==> src/rtl/rdc_pkg.sv <==
`timescale 1ns / 1ps
// ----------------------------------------------------------------------------
// rdc_pkg
// Shared types, sizes and helpers for the radix digit converter.
// ----------------------------------------------------------------------------
package rdc_pkg;

  localparam int VALUE_BITS = 31;
  localparam int DEC_DIGITS = (VALUE_BITS * 1233) / 4096 + 1;
  localparam int HEX_DIGITS = (VALUE_BITS + 3) / 4;
  localparam int CNT_W      = $clog2(VALUE_BITS + 1);
  localparam int BIT_IW     = $clog2(VALUE_BITS);
  localparam int DEC_IW     = $clog2(DEC_DIGITS);
  localparam int HEX_IW     = $clog2(HEX_DIGITS);

  localparam int BASE_W      = 2;
  localparam int HEX_SEL_BIT = 1;
  localparam int DEC_SEL_BIT = 0;

  localparam int CHAR_W = 7;
  localparam logic [CHAR_W-1:0] ASCII_ZERO = 7'h30;
  localparam logic [CHAR_W-1:0] ASCII_A    = 7'h41;
  localparam logic [CHAR_W-1:0] TEN        = 7'd10;
  localparam logic [3:0]        DIGIT_MAX  = 4'd9;
  localparam logic [3:0]        BCD_ADJ_MIN = 4'd5;
  localparam logic [3:0]        BCD_ADJ     = 4'd3;

  typedef struct packed {
    logic [VALUE_BITS-1:0] value;
    logic [BASE_W-1:0]     base_select;
  } src_word_t;

  typedef struct packed {
    logic [CHAR_W-1:0] digit_char;
    logic              last_digit;
  } dst_word_t;

  typedef struct packed {
    logic load;
    logic shift;
    logic size;
    logic emit;
  } rdc_cmd_t;

  typedef struct packed {
    logic idx_zero;
    logic out_free;
  } rdc_sts_t;

  function automatic logic [CHAR_W-1:0] digit_ascii(input logic [3:0] d);
    logic [CHAR_W-1:0] dx;
    dx = {3'b000, d};
    if (d > DIGIT_MAX) begin
      digit_ascii = ASCII_A + dx - TEN;
    end else begin
      digit_ascii = ASCII_ZERO + dx;
    end
  endfunction

endpackage

==> src/rtl/rdc_datapath.sv <==
`timescale 1ns / 1ps
// ----------------------------------------------------------------------------
// rdc_datapath
// Double-dabble shifter, digit count, digit select and output register.
// ----------------------------------------------------------------------------
module rdc_datapath (
  input  logic              clk,
  input  logic              rst,
  input  rdc_pkg::src_word_t src_word,
  input  rdc_pkg::rdc_cmd_t  cmd,
  output rdc_pkg::rdc_sts_t  sts,
  output logic              dst_valid,
  input  logic              dst_stall,
  output rdc_pkg::dst_word_t dst_word
);
  import rdc_pkg::*;

  logic [VALUE_BITS-1:0]            val_q;
  logic [BASE_W-1:0]                base_q;
  logic [VALUE_BITS-1:0]            shreg;
  logic [DEC_DIGITS-1:0][3:0]       bcd;
  logic [DEC_DIGITS-1:0][3:0]       adj;
  logic [4*DEC_DIGITS-1:0]          adj_flat;
  logic [CNT_W-1:0]                 sig_bits;
  logic [BIT_IW-1:0]                idx;
  logic [BIT_IW-1:0]                idx_next;
  logic [HEX_DIGITS-1:0][3:0]       hex_nib;
  logic [CNT_W:0]                   hex_bits;
  logic [CNT_W-1:0]                 hex_cnt;
  logic [DEC_IW:0]                  dec_cnt;
  logic [CNT_W-1:0]                 n_digits;
  logic [3:0]                       digit;

  always_comb begin
    for (int i = 0; i < DEC_DIGITS; i++) begin
      adj[i] = (bcd[i] >= BCD_ADJ_MIN) ? bcd[i] + BCD_ADJ : bcd[i];
    end
  end
  assign adj_flat = adj;

  assign hex_nib  = (4 * HEX_DIGITS)'(val_q);
  assign hex_bits = {1'b0, sig_bits} + (CNT_W + 1)'(3);
  assign hex_cnt  = CNT_W'(hex_bits >> 2);

  always_comb begin
    dec_cnt = (DEC_IW + 1)'(1);
    for (int i = 0; i < DEC_DIGITS; i++) begin
      if (bcd[i] != 4'd0) begin
        dec_cnt = (DEC_IW + 1)'(i + 1);
      end
    end
  end

  always_comb begin
    priority if (base_q[HEX_SEL_BIT]) begin
      n_digits = hex_cnt;
    end else if (base_q[DEC_SEL_BIT]) begin
      n_digits = CNT_W'(dec_cnt);
    end else begin
      n_digits = sig_bits;
    end
    if (n_digits == '0) begin
      n_digits = CNT_W'(1);
    end
    idx_next = BIT_IW'(n_digits - CNT_W'(1));
  end

  always_comb begin
    priority if (base_q[HEX_SEL_BIT]) begin
      digit = hex_nib[idx[HEX_IW-1:0]];
    end else if (base_q[DEC_SEL_BIT]) begin
      digit = bcd[idx[DEC_IW-1:0]];
    end else begin
      digit = {3'b000, val_q[idx]};
    end
  end

  assign sts.idx_zero = (idx == '0);
  assign sts.out_free = !dst_valid || !dst_stall;

  always_ff @(posedge clk) begin
    if (cmd.load) begin
      val_q    <= src_word.value;
      base_q   <= src_word.base_select;
      shreg    <= src_word.value;
      bcd      <= '0;
      sig_bits <= '0;
    end
    if (cmd.shift) begin
      shreg <= {shreg[VALUE_BITS-2:0], 1'b0};
      bcd   <= {adj_flat[4*DEC_DIGITS-2:0], shreg[VALUE_BITS-1]};
      if (sig_bits != '0 || shreg[VALUE_BITS-1]) begin
        sig_bits <= sig_bits + CNT_W'(1);
      end
    end
    if (cmd.size) begin
      idx <= idx_next;
    end
    if (cmd.emit) begin
      dst_word.digit_char <= digit_ascii(digit);
      dst_word.last_digit <= (idx == '0);
      idx                 <= idx - BIT_IW'(1);
    end
  end

  always_ff @(posedge clk) begin
    if (rst) begin
      dst_valid <= 1'b0;
    end else if (cmd.emit) begin
      dst_valid <= 1'b1;
    end else if (!dst_stall) begin
      dst_valid <= 1'b0;
    end
  end

endmodule

==> src/rtl/rdc_ctrl.sv <==
`timescale 1ns / 1ps
// ----------------------------------------------------------------------------
// rdc_ctrl
// Sequencer: accept, shift, size the digit string, emit digits.
// ----------------------------------------------------------------------------
module rdc_ctrl (
  input  logic              clk,
  input  logic              rst,
  input  logic              src_valid,
  output logic              src_stall,
  input  rdc_pkg::rdc_sts_t  sts,
  output rdc_pkg::rdc_cmd_t  cmd
);
  import rdc_pkg::*;

  typedef enum logic [1:0] {
    S_IDLE,
    S_CONVERT,
    S_SIZE,
    S_EMIT
  } state_t;

  localparam logic [CNT_W-1:0] LAST_STEP = CNT_W'(VALUE_BITS - 1);

  state_t           state;
  logic [CNT_W-1:0] cnt;

  assign src_stall = (state != S_IDLE);
  assign cmd.load  = (state == S_IDLE) && src_valid;
  assign cmd.shift = (state == S_CONVERT);
  assign cmd.size  = (state == S_SIZE);
  assign cmd.emit  = (state == S_EMIT) && sts.out_free;

  always_ff @(posedge clk) begin
    if (rst) begin
      state <= S_IDLE;
      cnt   <= '0;
    end else begin
      unique case (state)
        S_IDLE: begin
          cnt <= '0;
          if (src_valid) begin
            state <= S_CONVERT;
          end
        end
        S_CONVERT: begin
          cnt <= cnt + CNT_W'(1);
          if (cnt == LAST_STEP) begin
            state <= S_SIZE;
          end
        end
        S_SIZE: begin
          state <= S_EMIT;
        end
        S_EMIT: begin
          if (sts.out_free && sts.idx_zero) begin
            state <= S_IDLE;
          end
        end
        default: begin
          state <= S_IDLE;
        end
      endcase
    end
  end

  a_emit_free: assert property (@(posedge clk) disable iff (rst)
    cmd.emit |-> sts.out_free)
    else $error("digit emitted into a full output register");

  a_last_idle: assert property (@(posedge clk) disable iff (rst)
    (cmd.emit && sts.idx_zero) |=> (state == S_IDLE))
    else $error("sequencer did not return to idle after the last digit");

  a_accept_convert: assert property (@(posedge clk) disable iff (rst)
    (src_valid && !src_stall) |=> (state == S_CONVERT) && (cnt == '0))
    else $error("accepted word did not start a conversion");

  a_convert_len: assert property (@(posedge clk) disable iff (rst)
    (state == S_CONVERT && cnt == LAST_STEP) |=> (state == S_SIZE))
    else $error("conversion did not end after the full shift count");

endmodule

==> src/rtl/radix_digit_converter.sv <==
`timescale 1ns / 1ps
// ----------------------------------------------------------------------------
// radix_digit_converter
// Converts one integer into ASCII digits of base 2, 10 or 16, most
// significant digit first, with the last digit marked.
// ----------------------------------------------------------------------------
//  channel  | handshake              | word
//  src      | src_valid / src_stall  | src_word  (value, base_select)
//  dst      | dst_valid / dst_stall  | dst_word  (digit_char, last_digit)
//
//  A word is shifted one bit per cycle by the double-dabble shift, then
//  the digit string is sized and its digits are emitted.
//  Reset is synchronous and clears only the sequencer and dst_valid.
//  dst_stall holds emission; src_stall is high from accept until the last
//  digit enters the output register.
// ----------------------------------------------------------------------------
module radix_digit_converter (
  input  logic              clk,
  input  logic              rst,
  input  logic              src_valid,
  output logic              src_stall,
  input  rdc_pkg::src_word_t src_word,
  output logic              dst_valid,
  input  logic              dst_stall,
  output rdc_pkg::dst_word_t dst_word
);
  import rdc_pkg::*;

  rdc_cmd_t cmd;
  rdc_sts_t sts;

  rdc_ctrl u_ctrl (
    .clk       (clk),
    .rst       (rst),
    .src_valid (src_valid),
    .src_stall (src_stall),
    .sts       (sts),
    .cmd       (cmd)
  );

  rdc_datapath u_datapath (
    .clk       (clk),
    .rst       (rst),
    .src_word  (src_word),
    .cmd       (cmd),
    .sts       (sts),
    .dst_valid (dst_valid),
    .dst_stall (dst_stall),
    .dst_word  (dst_word)
  );

endmodule
==> config.mk <==
export PLATFORM = sky130hd
export DESIGN_NAME = radix_digit_converter
export DESIGN_NICKNAME = d
export VERILOG_FILES = /design/src/rtl/rdc_pkg.sv /design/src/rtl/rdc_datapath.sv /design/src/rtl/rdc_ctrl.sv /design/src/rtl/radix_digit_converter.sv
export SDC_FILE = /design/constraint.sdc
export NUM_CORES = 1
export LEC_CHECK = 0
export ABC_AREA = 1
export BUFFER_PORTS_ARGS = -buffer_cell sky130_fd_sc_hd__buf_2
export CORE_MARGIN = 4
export CORE_UTILIZATION = 50
export CTS_CLUSTER_DIAMETER = 150
export DETAILED_ROUTE_END_ITERATION = 6
export PLACE_DENSITY = 0.65
export RECOVER_POWER = 50
export SLEW_MARGIN = 40
export SYNTH_ARGS = -nofsm -noshare
export SYNTH_HDL_FRONTEND = slang
export SYNTH_SLANG_ARGS = --single-unit
export TNS_END_PERCENT = 30
==> constraint.sdc <==
create_clock -name clk -period 3.96 [get_ports clk]
set_input_delay 0.792 -clock clk [delete_from_list [all_inputs] [get_ports clk]]
set_output_delay 0.792 -clock clk [all_outputs]
set_load 0.03 [all_outputs]
# Yosys cells after proc, flatten, opt, wreduce, memory -nomap -nowiden

Cells that the tools add are included.

Register bits after elaboration: 130
Bits in latches: 0
Memory bits (writable): 0
ROM bits: 0
Output and inout port bits: 10
Word-level logic and storage cells: 133
Memories kept: 0

Add/sub/neg operators: 18
Multipliers: 0
Div/mod/pow operators: 0
$lt $le $gt $ge: 14
Equal/unequal tests: 8
Shifts and indexed selects: 0
Multiplexer cells: 47
Bitwise logic cells: 0
Reductions and logical operators: 25

Operator list:

| kind                                                              | count |
|---|---|
| two-way mux 40 bit                                                | 2 |
| two-way mux 4 bit                                                 | 16 |
| two-way mux 31 bit                                                | 2 |
| greater-or-equal comparator 4 x 3 -> 1 bit, second input constant | 10 |
| two-way mux 5 bit                                                 | 8 |
| adder 4 x 2 -> 4 bit, second input constant                       | 9 |
| nonzero test 4 bit                                                | 9 |
| binary-select mux 4 bit (select 4 bit)                            | 1 |
| two-way mux 3 bit                                                 | 5 |
| binary-select mux 4 bit (select 3 bit)                            | 1 |
| adder 5 x 1 -> 5 bit, second input constant                       | 2 |
| zero test 5 bit                                                   | 2 |
| two-way mux 2 bit                                                 | 5 |
| one-hot mux 5 bit (2 select lines)                                | 1 |
| subtractor 5 x 1 -> 5 bit, second input constant                  | 2 |
| one-hot mux 2 bit (4 select lines)                                | 1 |
| nonzero test 2 bit                                                | 4 |
| adder 6 x 4 -> 7 bit, first input constant                        | 1 |
| adder 7 x 4 -> 7 bit, first input constant                        | 1 |
| two-way mux 7 bit                                                 | 1 |
| subtractor 7 x 4 -> 7 bit, second input constant                  | 1 |
| adder 5 x 2 -> 6 bit, second input constant                       | 1 |
| < comparator 5 x 6 -> 1 bit, second input constant                | 1 |
| binary-select mux 1 bit (select 5 bit)                            | 1 |
| 16 further kinds                                                  | 25 |

# Logic depth before layout (Yosys ltp)

Gate-level depths: netlist of the first run.

Word-level depth: 17
Mapped depth: 20

# By module

Synthesis of the first run repeated with hierarchy kept, for this count alone.

Cells, all modules: 843
Area total of the unflattened synthesis: 7348.3 µm²

By module, submodules not included:

| module       | times used | cells each | area each (µm²) | seq. area each (µm²) |
|---|---|---|---|---|
| rdc_datapath | 1          | 774        | 6886.6          | 3623.5 |
| rdc_ctrl     | 1          | 69         | 461.7           | 140.1 |

# Worst setup path after synthesis of the first run

No wires, ideal clock.

Kind: reg-to-reg
Start: register u_ctrl.state[1]
End: register u_datapath.bcd[0] (netlist name), enable pin
Data arrival time: 2.493 ns
Data required time: 3.529 ns
Path slack: 1.036 ns
Stages on the path, launching flop included: 6
Path buffers: 1
Path through: dfxtp_1 inv_1 ha_1 clkbuf_1 clkinv_1 nand2_1

Longest elaborated chain between the ends: 3
Elaborated cells between the ends (all ways): 4
Classes of those cells: eq/ne (1); reduce/logical (3)

Ends and longest elaborated chain:

| element                        | RTL line           | text |
|---|---|---|
| start, declared                | rdc_ctrl.sv:25     | `state_t state;` |
| start signal, assigned         | rdc_ctrl.sv:36     | `state <= S_IDLE;` |
| start signal, assigned         | rdc_ctrl.sv:43     | `state <= S_CONVERT;` |
| start signal, assigned         | rdc_ctrl.sv:49     | `state <= S_SIZE;` |
| zero test 2 bit                | rdc_ctrl.sv:29     | `assign cmd.load = (state == S_IDLE) && src_valid;` |
| logical AND 1 bit              | rdc_ctrl.sv:29     |  |
| nonzero test 2 bit (no line) * | --                 |  |
| end signal, assigned           | rdc_datapath.sv:91 | `bcd <= {adj_flat[4*DEC_DIGITS-2:0], shreg[VALUE_BITS-1]};` |
| end, declared                  | rdc_datapath.sv:21 | `logic [DEC_DIGITS-1:0][3:0] bcd;` |

Every way passes the cells marked *; elsewhere a longest branch is shown, timed or not.
A chain may end at the register's enable or synchronous reset.

# Final worst setup path of the first run

Start: register u_datapath.idx[1]
End: register, netlist name u_datapath.dst_word[6]

Longest elaborated chain between the ends: 7
Elaborated cells between the ends (all ways): 13
Classes of those cells: add/sub (3); order compare (1); mux (9)

Ends and longest elaborated chain:

| element                                                                                          | RTL line                               | text |
|---|---|---|
| start, declared                                                                                  | rdc_datapath.sv:25                     | `logic [BIT_IW-1:0] idx;` |
| start signal, assigned                                                                           | rdc_datapath.sv:97                     | `idx <= idx_next;` |
| start signal, assigned                                                                           | rdc_datapath.sv:102                    | `idx <= idx - BIT_IW'(1);` |
| binary-select mux 1 bit (select 5 bit) or binary-select mux 4 bit (select 4 bit) (tied branches) | rdc_datapath.sv:74, rdc_datapath.sv:72 |  |
| two-way mux 1 bit (not written as such) or two-way mux 4 bit (tied branches)                     | rdc_datapath.sv:74, rdc_datapath.sv:72 |  |
| two-way mux 4 bit                                                                                | rdc_datapath.sv:71                     | `end else if (base_q[DEC_SEL_BIT]) begin` |
| two-way mux 4 bit *                                                                              | rdc_datapath.sv:69                     | `priority if (base_q[HEX_SEL_BIT]) begin` |
| adder 7 x 4 -> 7 bit                                                                             | rdc_pkg.sv:54                          | `digit_ascii = ASCII_A + dx - TEN;` |
| subtractor 7 x 4 -> 7 bit                                                                        | rdc_pkg.sv:54                          |  |
| two-way mux 7 bit *                                                                              | rdc_pkg.sv:53                          | `if (d > DIGIT_MAX) begin` |

Every way passes the cells marked *; elsewhere a longest branch is shown, timed or not. The select of a mux whose other input is x is not followed.

==> results.yml, run 1 <==
yosys:
  synth_xor_xnor_area_share_pct: 1.45
  ys_async_sr_fraction_pct: 0
  register_bit_count_reported_by_yosys: 130
  synth_simple_gate_area_share_pct: 18.0
  synth.net_count: 878
  synth_top_family_by_area: "simple AND/OR/NAND/NOR gates"
  adder_cell_share_of_the_synthesized_area_pct: 6.37
  avgSynthCellArea_um2: 9.03
  ys.flop_type: "edfxtp_1"
  synthesis.instances: 804
  netlist-cell-type-count: 45
  synth_warnings: 0
  mappedNetlistArea_mm2: 0.00726
  synth-edff-count: 116
  synth_seq_area_share_pct: 51.8
  dominant_cells_by_area_after_synthesis: "edfxtp_1, nand2_1, ha_1"
  synth_compound_area_share_pct: 15.0
  yosysTopAreaCell: "edfxtp_1"
  netlist.area_leader.share_pct: 48.0
  multiplexer_share_of_the_synthesized_area_pct: 0.138
timing:
  fin_skew_ps: 7.42
  timing.slew.headroom_pct: 8.12
  tns_ps: 0
  finalHoldViolCount: 0
  finalCritPeriodShare_pct: 81.1
  fin_crit_ps: 3210
  max_freq_mhz: 311
  rsz0062_at_grt: "no"
  pins_over_their_slew_limit: 0
  tightestPinTransition_ps: 1380
  fin_hold_ws_ps: 498
  final-setup-viol-count: 0
cells_and_area:
  finish.net_count: 924
  share_of_layout_cells_above_drive_strength_1_pct: 8.34
  layout.core_utilization_pct: 58.4
  final_common_cell: "nand2_1"
  final_cell_mix: "nand2_1, edfxtp_1, o21ai_0, inv_1, nor2_1"
  insertedDiodeCount: 0
  syn2layout_area_growth_pct: 12.9
floorplanning:
  std_cell_rows: 43
  io_pins: 47
  floorplan.die_area_mm2: 0.0165
  core_mm2: 0.0140
  floorplan.initialDensity_pct: 51.7
  dieWidth_um: 129
  die_h_um: 129
setup_path:
  worst_r2r_path_depth: 18
  startpoint_type: "register"
  regToRegStartpoint: "u_datapath.idx[1]"
  timing.critical_path.cells: "inv_1, nand2_4, inv_2, nand2_1, nand2_1, o21ai_0, o211ai_1, nand3b_1, nand2_1, nand2_1, nand2_2, nand2_4, inv_2, ha_1, o211ai_1, nand2_4, inv_2, nand2_1"
  critPathKind: "register to register"
  critical_path.n_buffers_inverters: 4
  worst_setup_path_end_kind: "register"
  required_ps: 4130
  reg2reg_setup_slack_ps: 750
  worst_r2r_endpoint: "u_datapath.dst_word[6]"
  cp_slowest_stage_delay_ps: 680
  critical-path-top-cell-by-count: "nand2_1"
  crit_fanout: 11
  critical-path-slowest-cell: "edfxtp_1"
  cp_top_family: "simple AND/OR/NAND/NOR gates"
  crit_arrival_ps: 3380
cts:
  clock_sinks: 130
  cts_buffers: 17
  cts_max_path_buffers: 2
  htreeDepth: 4
  cts_post_setup_buffers_inserted: 0
  cts-resized-gates: 0
  cts_hold_buf: 0
  clockRootBuffer: "clkbuf_16"
  cts_tree: "done"
  clkLatencyLatePin_ps: 420
  clk_pin_slew_ps: 60
min_path:
  min_to: "u_datapath.shreg[0]"
  timing.hold.worst.start: "u_datapath.shreg[0]"
  holdPathStages: 2
  hp-class: "register to register"
power:
  design_power_total_mw: 7.32
  power.density_cell_area_mw_per_mm2: 892
  vdd_ir_drop_max_mv: 0.474
  leakage_nw: 3.35
detailed_routing:
  firstDrtPassIters: 5
  detailroute.via_count: 5694
  ant_nets: 0
  avgViaCountPerCell: 5.46
  detail_route.wl_per_cell_um: 16.5
  drc_errors: 0
  detail_route.iter0.violations: 395
  totalWireLength_um: 17300
global_routing:
  grt_remaining_overflow: 0
  number_of_global_route_vias_before_repair: 5759
  grt_util_all_layers_pct: 21.6
  maximum_number_of_pins_on_one_net_before_global_route_repair: 72
  antenna_violations_before_repair: 0
  grt_pass1_wl_um: 27900
placed_design:
  port-buffer-count: 46
  gp_routability_congestion: 0.937
  dp.final_hpwl_um: 12300
job:
  cap_viol_max_count: 0
outcome:
  run_status: "completed"
## metal layers
layer / routed length [µm] / part of all wire (%) / up-vias / track usage, %
met3: 811 / 4.7 / 29 / 3.99
met5: 0 / 0 / - / 0
met2: 8410 / 49 / 173 / 36.7
met1: 7590 / 44 / 2655 / 27.3
li1: - / - / 2837 / -
met4: 450 / 2.6 / 0 / 9.02
## cells in the mapped netlist, types with 2 or more instances
master	n
ha_1	37
nor3_1	9
nand3_1	31
nor2_1	57
o22ai_1	9
inv_1	86
o2111ai_1	5
a211oi_1	5
edfxtp_1	116
o211ai_1	5
nor2_4	3
nand2_2	3
buf_2	3
a22oi_1	4
clkbuf_1	15
dfxtp_1	14
nand2_1	190
o21ai_0	88
buf_6	7
xor2_1	12
nand4_1	7
o31ai_1	2
o21ai_1	8
a21oi_1	55
inv_2	11
nand2_4	3
## worst register-to-register path, cell delays in order (launching register included)
cell and delay, ps:
edfxtp_1 680, inv_1 370, nand2_4 170, inv_2 120, nand2_1 130, nand2_1 60, o21ai_0 190, o211ai_1 110
nand3b_1 100, nand2_1 70, nand2_1 70, nand2_2 60, nand2_4 80, inv_2 50, ha_1 170, o211ai_1 270
nand2_4 110, inv_2 110, nand2_1 50
## through the flow
stage / cells / area [µm²] / setup WS [ps]
6_report: 1043 / 8200 / 749
5_1_grt: 1043 / 8200 / 463
4_1_cts: 1043 / 8270 / 921
3_5_place_dp: 1011 / 7640 / 940
3_3_place_gp: 1011 / 7640 / 1010
2_1_floorplan: 804 / 7260 / 1040
## worst max path at each step
| stage | startpoint | endpoint | slack (ps) | cells past startpoint |
|---|---|---|---|---|
| 6_report | u_datapath.idx[1] | u_datapath.dst_word[6] | 750 | 18 |
| 5_1_grt | u_datapath.idx[1] | u_datapath.dst_word[6] | 460 | 18 |
| 4_1_cts | u_datapath.idx[1] | u_datapath.dst_word[6] | 920 | 18 |
| 3_5_place_dp | u_datapath.idx[1] | u_datapath.dst_word[6] | 940 | 18 |
| 3_3_place_gp | u_datapath.idx[1] | u_datapath.dst_word[6] | 1010 | 16 |
| 2_1_floorplan | u_ctrl.state[1] | u_datapath.bcd[0] | 1040 | 5 |
## power by group
part	total (mW)	switching [mW]	internal (mW)
clock network	1.68	0.572	1.11
registers	2.73	0.425	2.30
logic	2.90	2.01	0.891
## registers in the layout (all words and copies together), names as in the netlist
| signal | flops |
|---|---|
| u_datapath.sig_bits | 5 |
| u_datapath.dst_valid | 1 |
| u_datapath.dst_word | 8 |
| u_ctrl.cnt | 5 |
| u_datapath.val_q | 31 |
| u_ctrl.state | 2 |
| u_datapath.base_q | 2 |
| u_datapath.shreg | 31 |
| u_datapath.bcd | 40 |
| u_datapath.idx | 5 |
## cell type report
class	count	area [µm²]
Fill cell	1234	5840
Sequential cell	130	3760
Multi-Input combinational cell	550	2980
Clock buffer	21	440
Inverter	98	368
Timing Repair Buffer	53	241
Tap cell	180	225
Clock inverter	11	185
## cells by family (layout without fill, tap and decap cells)
family,count (synthesis),count (layout)
and+or+nand+nor,309,309
DFF,130,130
adders and majority gates,37,37
xor gates and xnor gates,12,12
buffers and inverters,124,183
muxes,1,1
AOI/OAI and AO/OA,191,191
No activity file was read; power rests on OpenSTA's default activity.
==> inputs of run 2 (changes only) <==
--- a/config.mk
+++ b/config.mk
@@ -5,7 +5,7 @@
 export SDC_FILE = /design/constraint.sdc
 export NUM_CORES = 1
 export LEC_CHECK = 0
-export ABC_AREA = 1
+export ABC_AREA = 0
 export BUFFER_PORTS_ARGS = -buffer_cell sky130_fd_sc_hd__buf_2
 export CORE_MARGIN = 4
 export CORE_UTILIZATION = 50
==> constraint.sdc (replaced) <==
create_clock -name clk -period 3.1 [get_ports clk]
set_input_delay 0.62 -clock clk [delete_from_list [all_inputs] [get_ports clk]]
set_output_delay 0.62 -clock clk [all_outputs]
set_load 0.03 [all_outputs]
==> run 2 against run 1 <==
Compared with the run above: worst hold slack worse by 120 ps; routed wire length shrank 11%; global-route usage shrank 2.5 points; synthesized cell count is 17% lower; clock power is 30% higher; via count decreased by 9.6%; non-clock buffer count is 11 higher; critical path depth fell by 8; sequential share of layout area fell by 1.6 points; worst setup slack lost 660 ps; count of clock-buffer cells in the layout fell by 3; synthesized area grew 2.1%.
==> results.yml, run 2 <==
placed_design:
  port-buffer-count: 46
  gp_routability_congestion: 0.886
  dp.final_hpwl_um: 10800
timing:
  finalHoldViolCount: 0
  tightestPinTransition_ps: 1260
  pins_over_their_slew_limit: 0
  finalCritPeriodShare_pct: 97.2
  timing.slew.headroom_pct: 15.9
  final-setup-viol-count: 0
  fin_crit_ps: 3010
  tns_ps: 0
  fin_skew_ps: 4.29
  max_freq_mhz: 332
yosys:
  ys.flop_type: "edfxtp_1"
  netlist-cell-type-count: 64
  synth.net_count: 738
  avgSynthCellArea_um2: 11.2
  register_bit_count_reported_by_yosys: 130
  synth_commonest_cells: "edfxtp_1, nand2_1, o21ai_0, ha_1, inv_1"
  dominant_cells_by_area_after_synthesis: "edfxtp_1, ha_1, mux4_1"
  mappedNetlistArea_mm2: 0.00741
  synth_seq_area_share_pct: 50.8
  yosysTopAreaCell: "edfxtp_1"
  synth_warnings: 0
  netlist.area_leader.share_pct: 47.0
  synthesis.instances: 664
  synth-edff-count: 116
  ys_async_sr_fraction_pct: 0
  synthMostInstantiatedCell: "edfxtp_1"
setup_path:
  required_ps: 3360
  crit_arrival_ps: 3270
  critical-path-top-cell-by-count: "mux2i_1"
  cp_slowest_stage_delay_ps: 570
  timing.critical_path.cells: "buf_4, mux4_1, mux2i_1, o22ai_1, a32oi_1, o21bai_4, ha_1, or2_2, a21boi_4, mux2i_1"
  worst_setup_path_end_kind: "register"
  startpoint_type: "register"
  critPathKind: "register to register"
  cp_top_family: "multiplexers"
  critical_path.n_buffers_inverters: 1
  critical-path-slowest-cell: "mux4_1"
  crit_fanout: 8
global_routing:
  grt_pass1_wl_um: 25100
  number_of_global_route_vias_before_repair: 5051
  globalRouteMet3Util_pct: 3.93
  global_route.usage.met2_pct: 31.5
  maximum_number_of_pins_on_one_net_before_global_route_repair: 62
  grt_remaining_overflow: 0
  grt_util_all_layers_pct: 19.2
  m1_gr_usage_pct: 25.4
  antenna_violations_before_repair: 0
  grt_busiest_layer: "met2"
cts:
  cts_max_path_buffers: 2
  cts_buffers: 17
  htreeDepth: 4
  clock_sinks: 130
  clockRootBuffer: "clkbuf_16"
  clkLatencyLatePin_ps: 410
  cts_tree: "done"
  clk_pin_slew_ps: 60
floorplanning:
  core_mm2: 0.0145
  io_pins: 47
  dieWidth_um: 130
  floorplan.initialDensity_pct: 51.0
  std_cell_rows: 44
  die_h_um: 130
  floorplan.die_area_mm2: 0.0168
cells_and_area:
  syn2layout_area_growth_pct: 14.5
  insertedDiodeCount: 0
  final_cell_mix: "edfxtp_1, nand2_1, o21ai_0, clkbuf_1"
  final_common_cell: "edfxtp_1"
  largest_register_ff_count: 40
  share_of_layout_cells_above_drive_strength_1_pct: 9.59
  finish.net_count: 791
  top_regs: "u_datapath.bcd x40, u_datapath.shreg x31, u_datapath.val_q x31"
  largest_register: "u_datapath.bcd"
power:
  design_power_total_mw: 9.30
  power.density_cell_area_mw_per_mm2: 1100
  vdd_ir_drop_max_mv: 0.534
  leakage_nw: 3.15
detailed_routing:
  ant_nets: 0
  detailroute.via_count: 5145
  detail_route.wl_per_cell_um: 16.9
  avgViaCountPerCell: 5.63
  totalWireLength_um: 15400
  drc_errors: 0
  detail_route.iter0.violations: 353
  firstDrtPassIters: 5
outcome:
  run_status: "completed"
job:
  cap_viol_max_count: 0
min_path:
  hp-class: "input pin to register"
==> run 2: cell types whose count changed after synthesis, sizes merged, moves of 17 or more <==
cell | previous run | this run
a21oi | 56 | 24
and2 | 1 | 21
inv | 97 | 38
mux4 | 0 | 20
nand2 | 196 | 111
nand3 | 32 | 12
nor2 | 61 | 35
o21ai | 96 | 63
xnor2 | 0 | 17
==> run 2: per-layer routing <==
layer	routed length (µm)	part of all wire [%]
met1	6940	45
met2	7580	49
met3	609	3.9
met4	304	2.0
met5	0	0
==> run 2: stage by stage <==
step	hold WS [ps]	cell area (µm²)	worst slack (ps)	util, %	std cells
floorplan	437	7420	372	-	664
global placement	451	7880	162	54.2	880
detailed placement	452	7880	94.5	54.2	880
CTS	364	8510	25.8	58.6	912
global route	361	8490	-4.45	58.4	914
finish	378	8490	86.0	58.4	914
==> run 2: cells by family (layout without fill, tap and decap cells) <==
family          Yosys count  count (layout)  synth area share, %
buf+inv                  69             135                 4.49
flops                   130             130                 50.8
simple gates            232             232                 15.1
xor+xnor                 28              28                 3.31
fa+ha+maj                37              37                 6.24
mux                      37              37                 9.27
compound gates          131             131                 10.8
==> run 2: power breakdown <==
part	switching [mW]	leakage, nW	internal (mW)	total (mW)
clock network	0.754	0.300	1.42	2.18
registers	0.629	1.26	2.92	3.55
logic	2.03	1.59	1.54	3.58
total	3.42	3.15	5.89	9.30
==> run 2: timing repair <==
item                                    4_1_cts  5_1_grt
setup buffers                                 0        2
endpoints found under the setup margin        0        5
hold buffers                                  0        0
resized for setup                             0        5
endpoints found under the hold margin         0        0
==> run 2: cell type report <==
type | count | area (µm²)
Clock buffer | 18 | 429
Clock inverter | 14 | 210
Fill cell | 1230 | 6050
Inverter | 39 | 146
Multi-Input combinational cell | 465 | 3330
Sequential cell | 130 | 3760
Tap cell | 184 | 230
Timing Repair Buffer | 64 | 375
==> run 2: path summary, 6_finish.rpt <==
kind                       start                endpoint  slack, ps  depth (start not counted)
min                  src_word[0]    u_datapath.base_q[0]        380                          1
max            u_datapath.idx[0]  u_datapath.dst_word[2]         90                         10
min reg2reg  u_datapath.shreg[0]     u_datapath.shreg[0]        470                          2
max reg2reg    u_datapath.idx[0]  u_datapath.dst_word[2]         90                         10
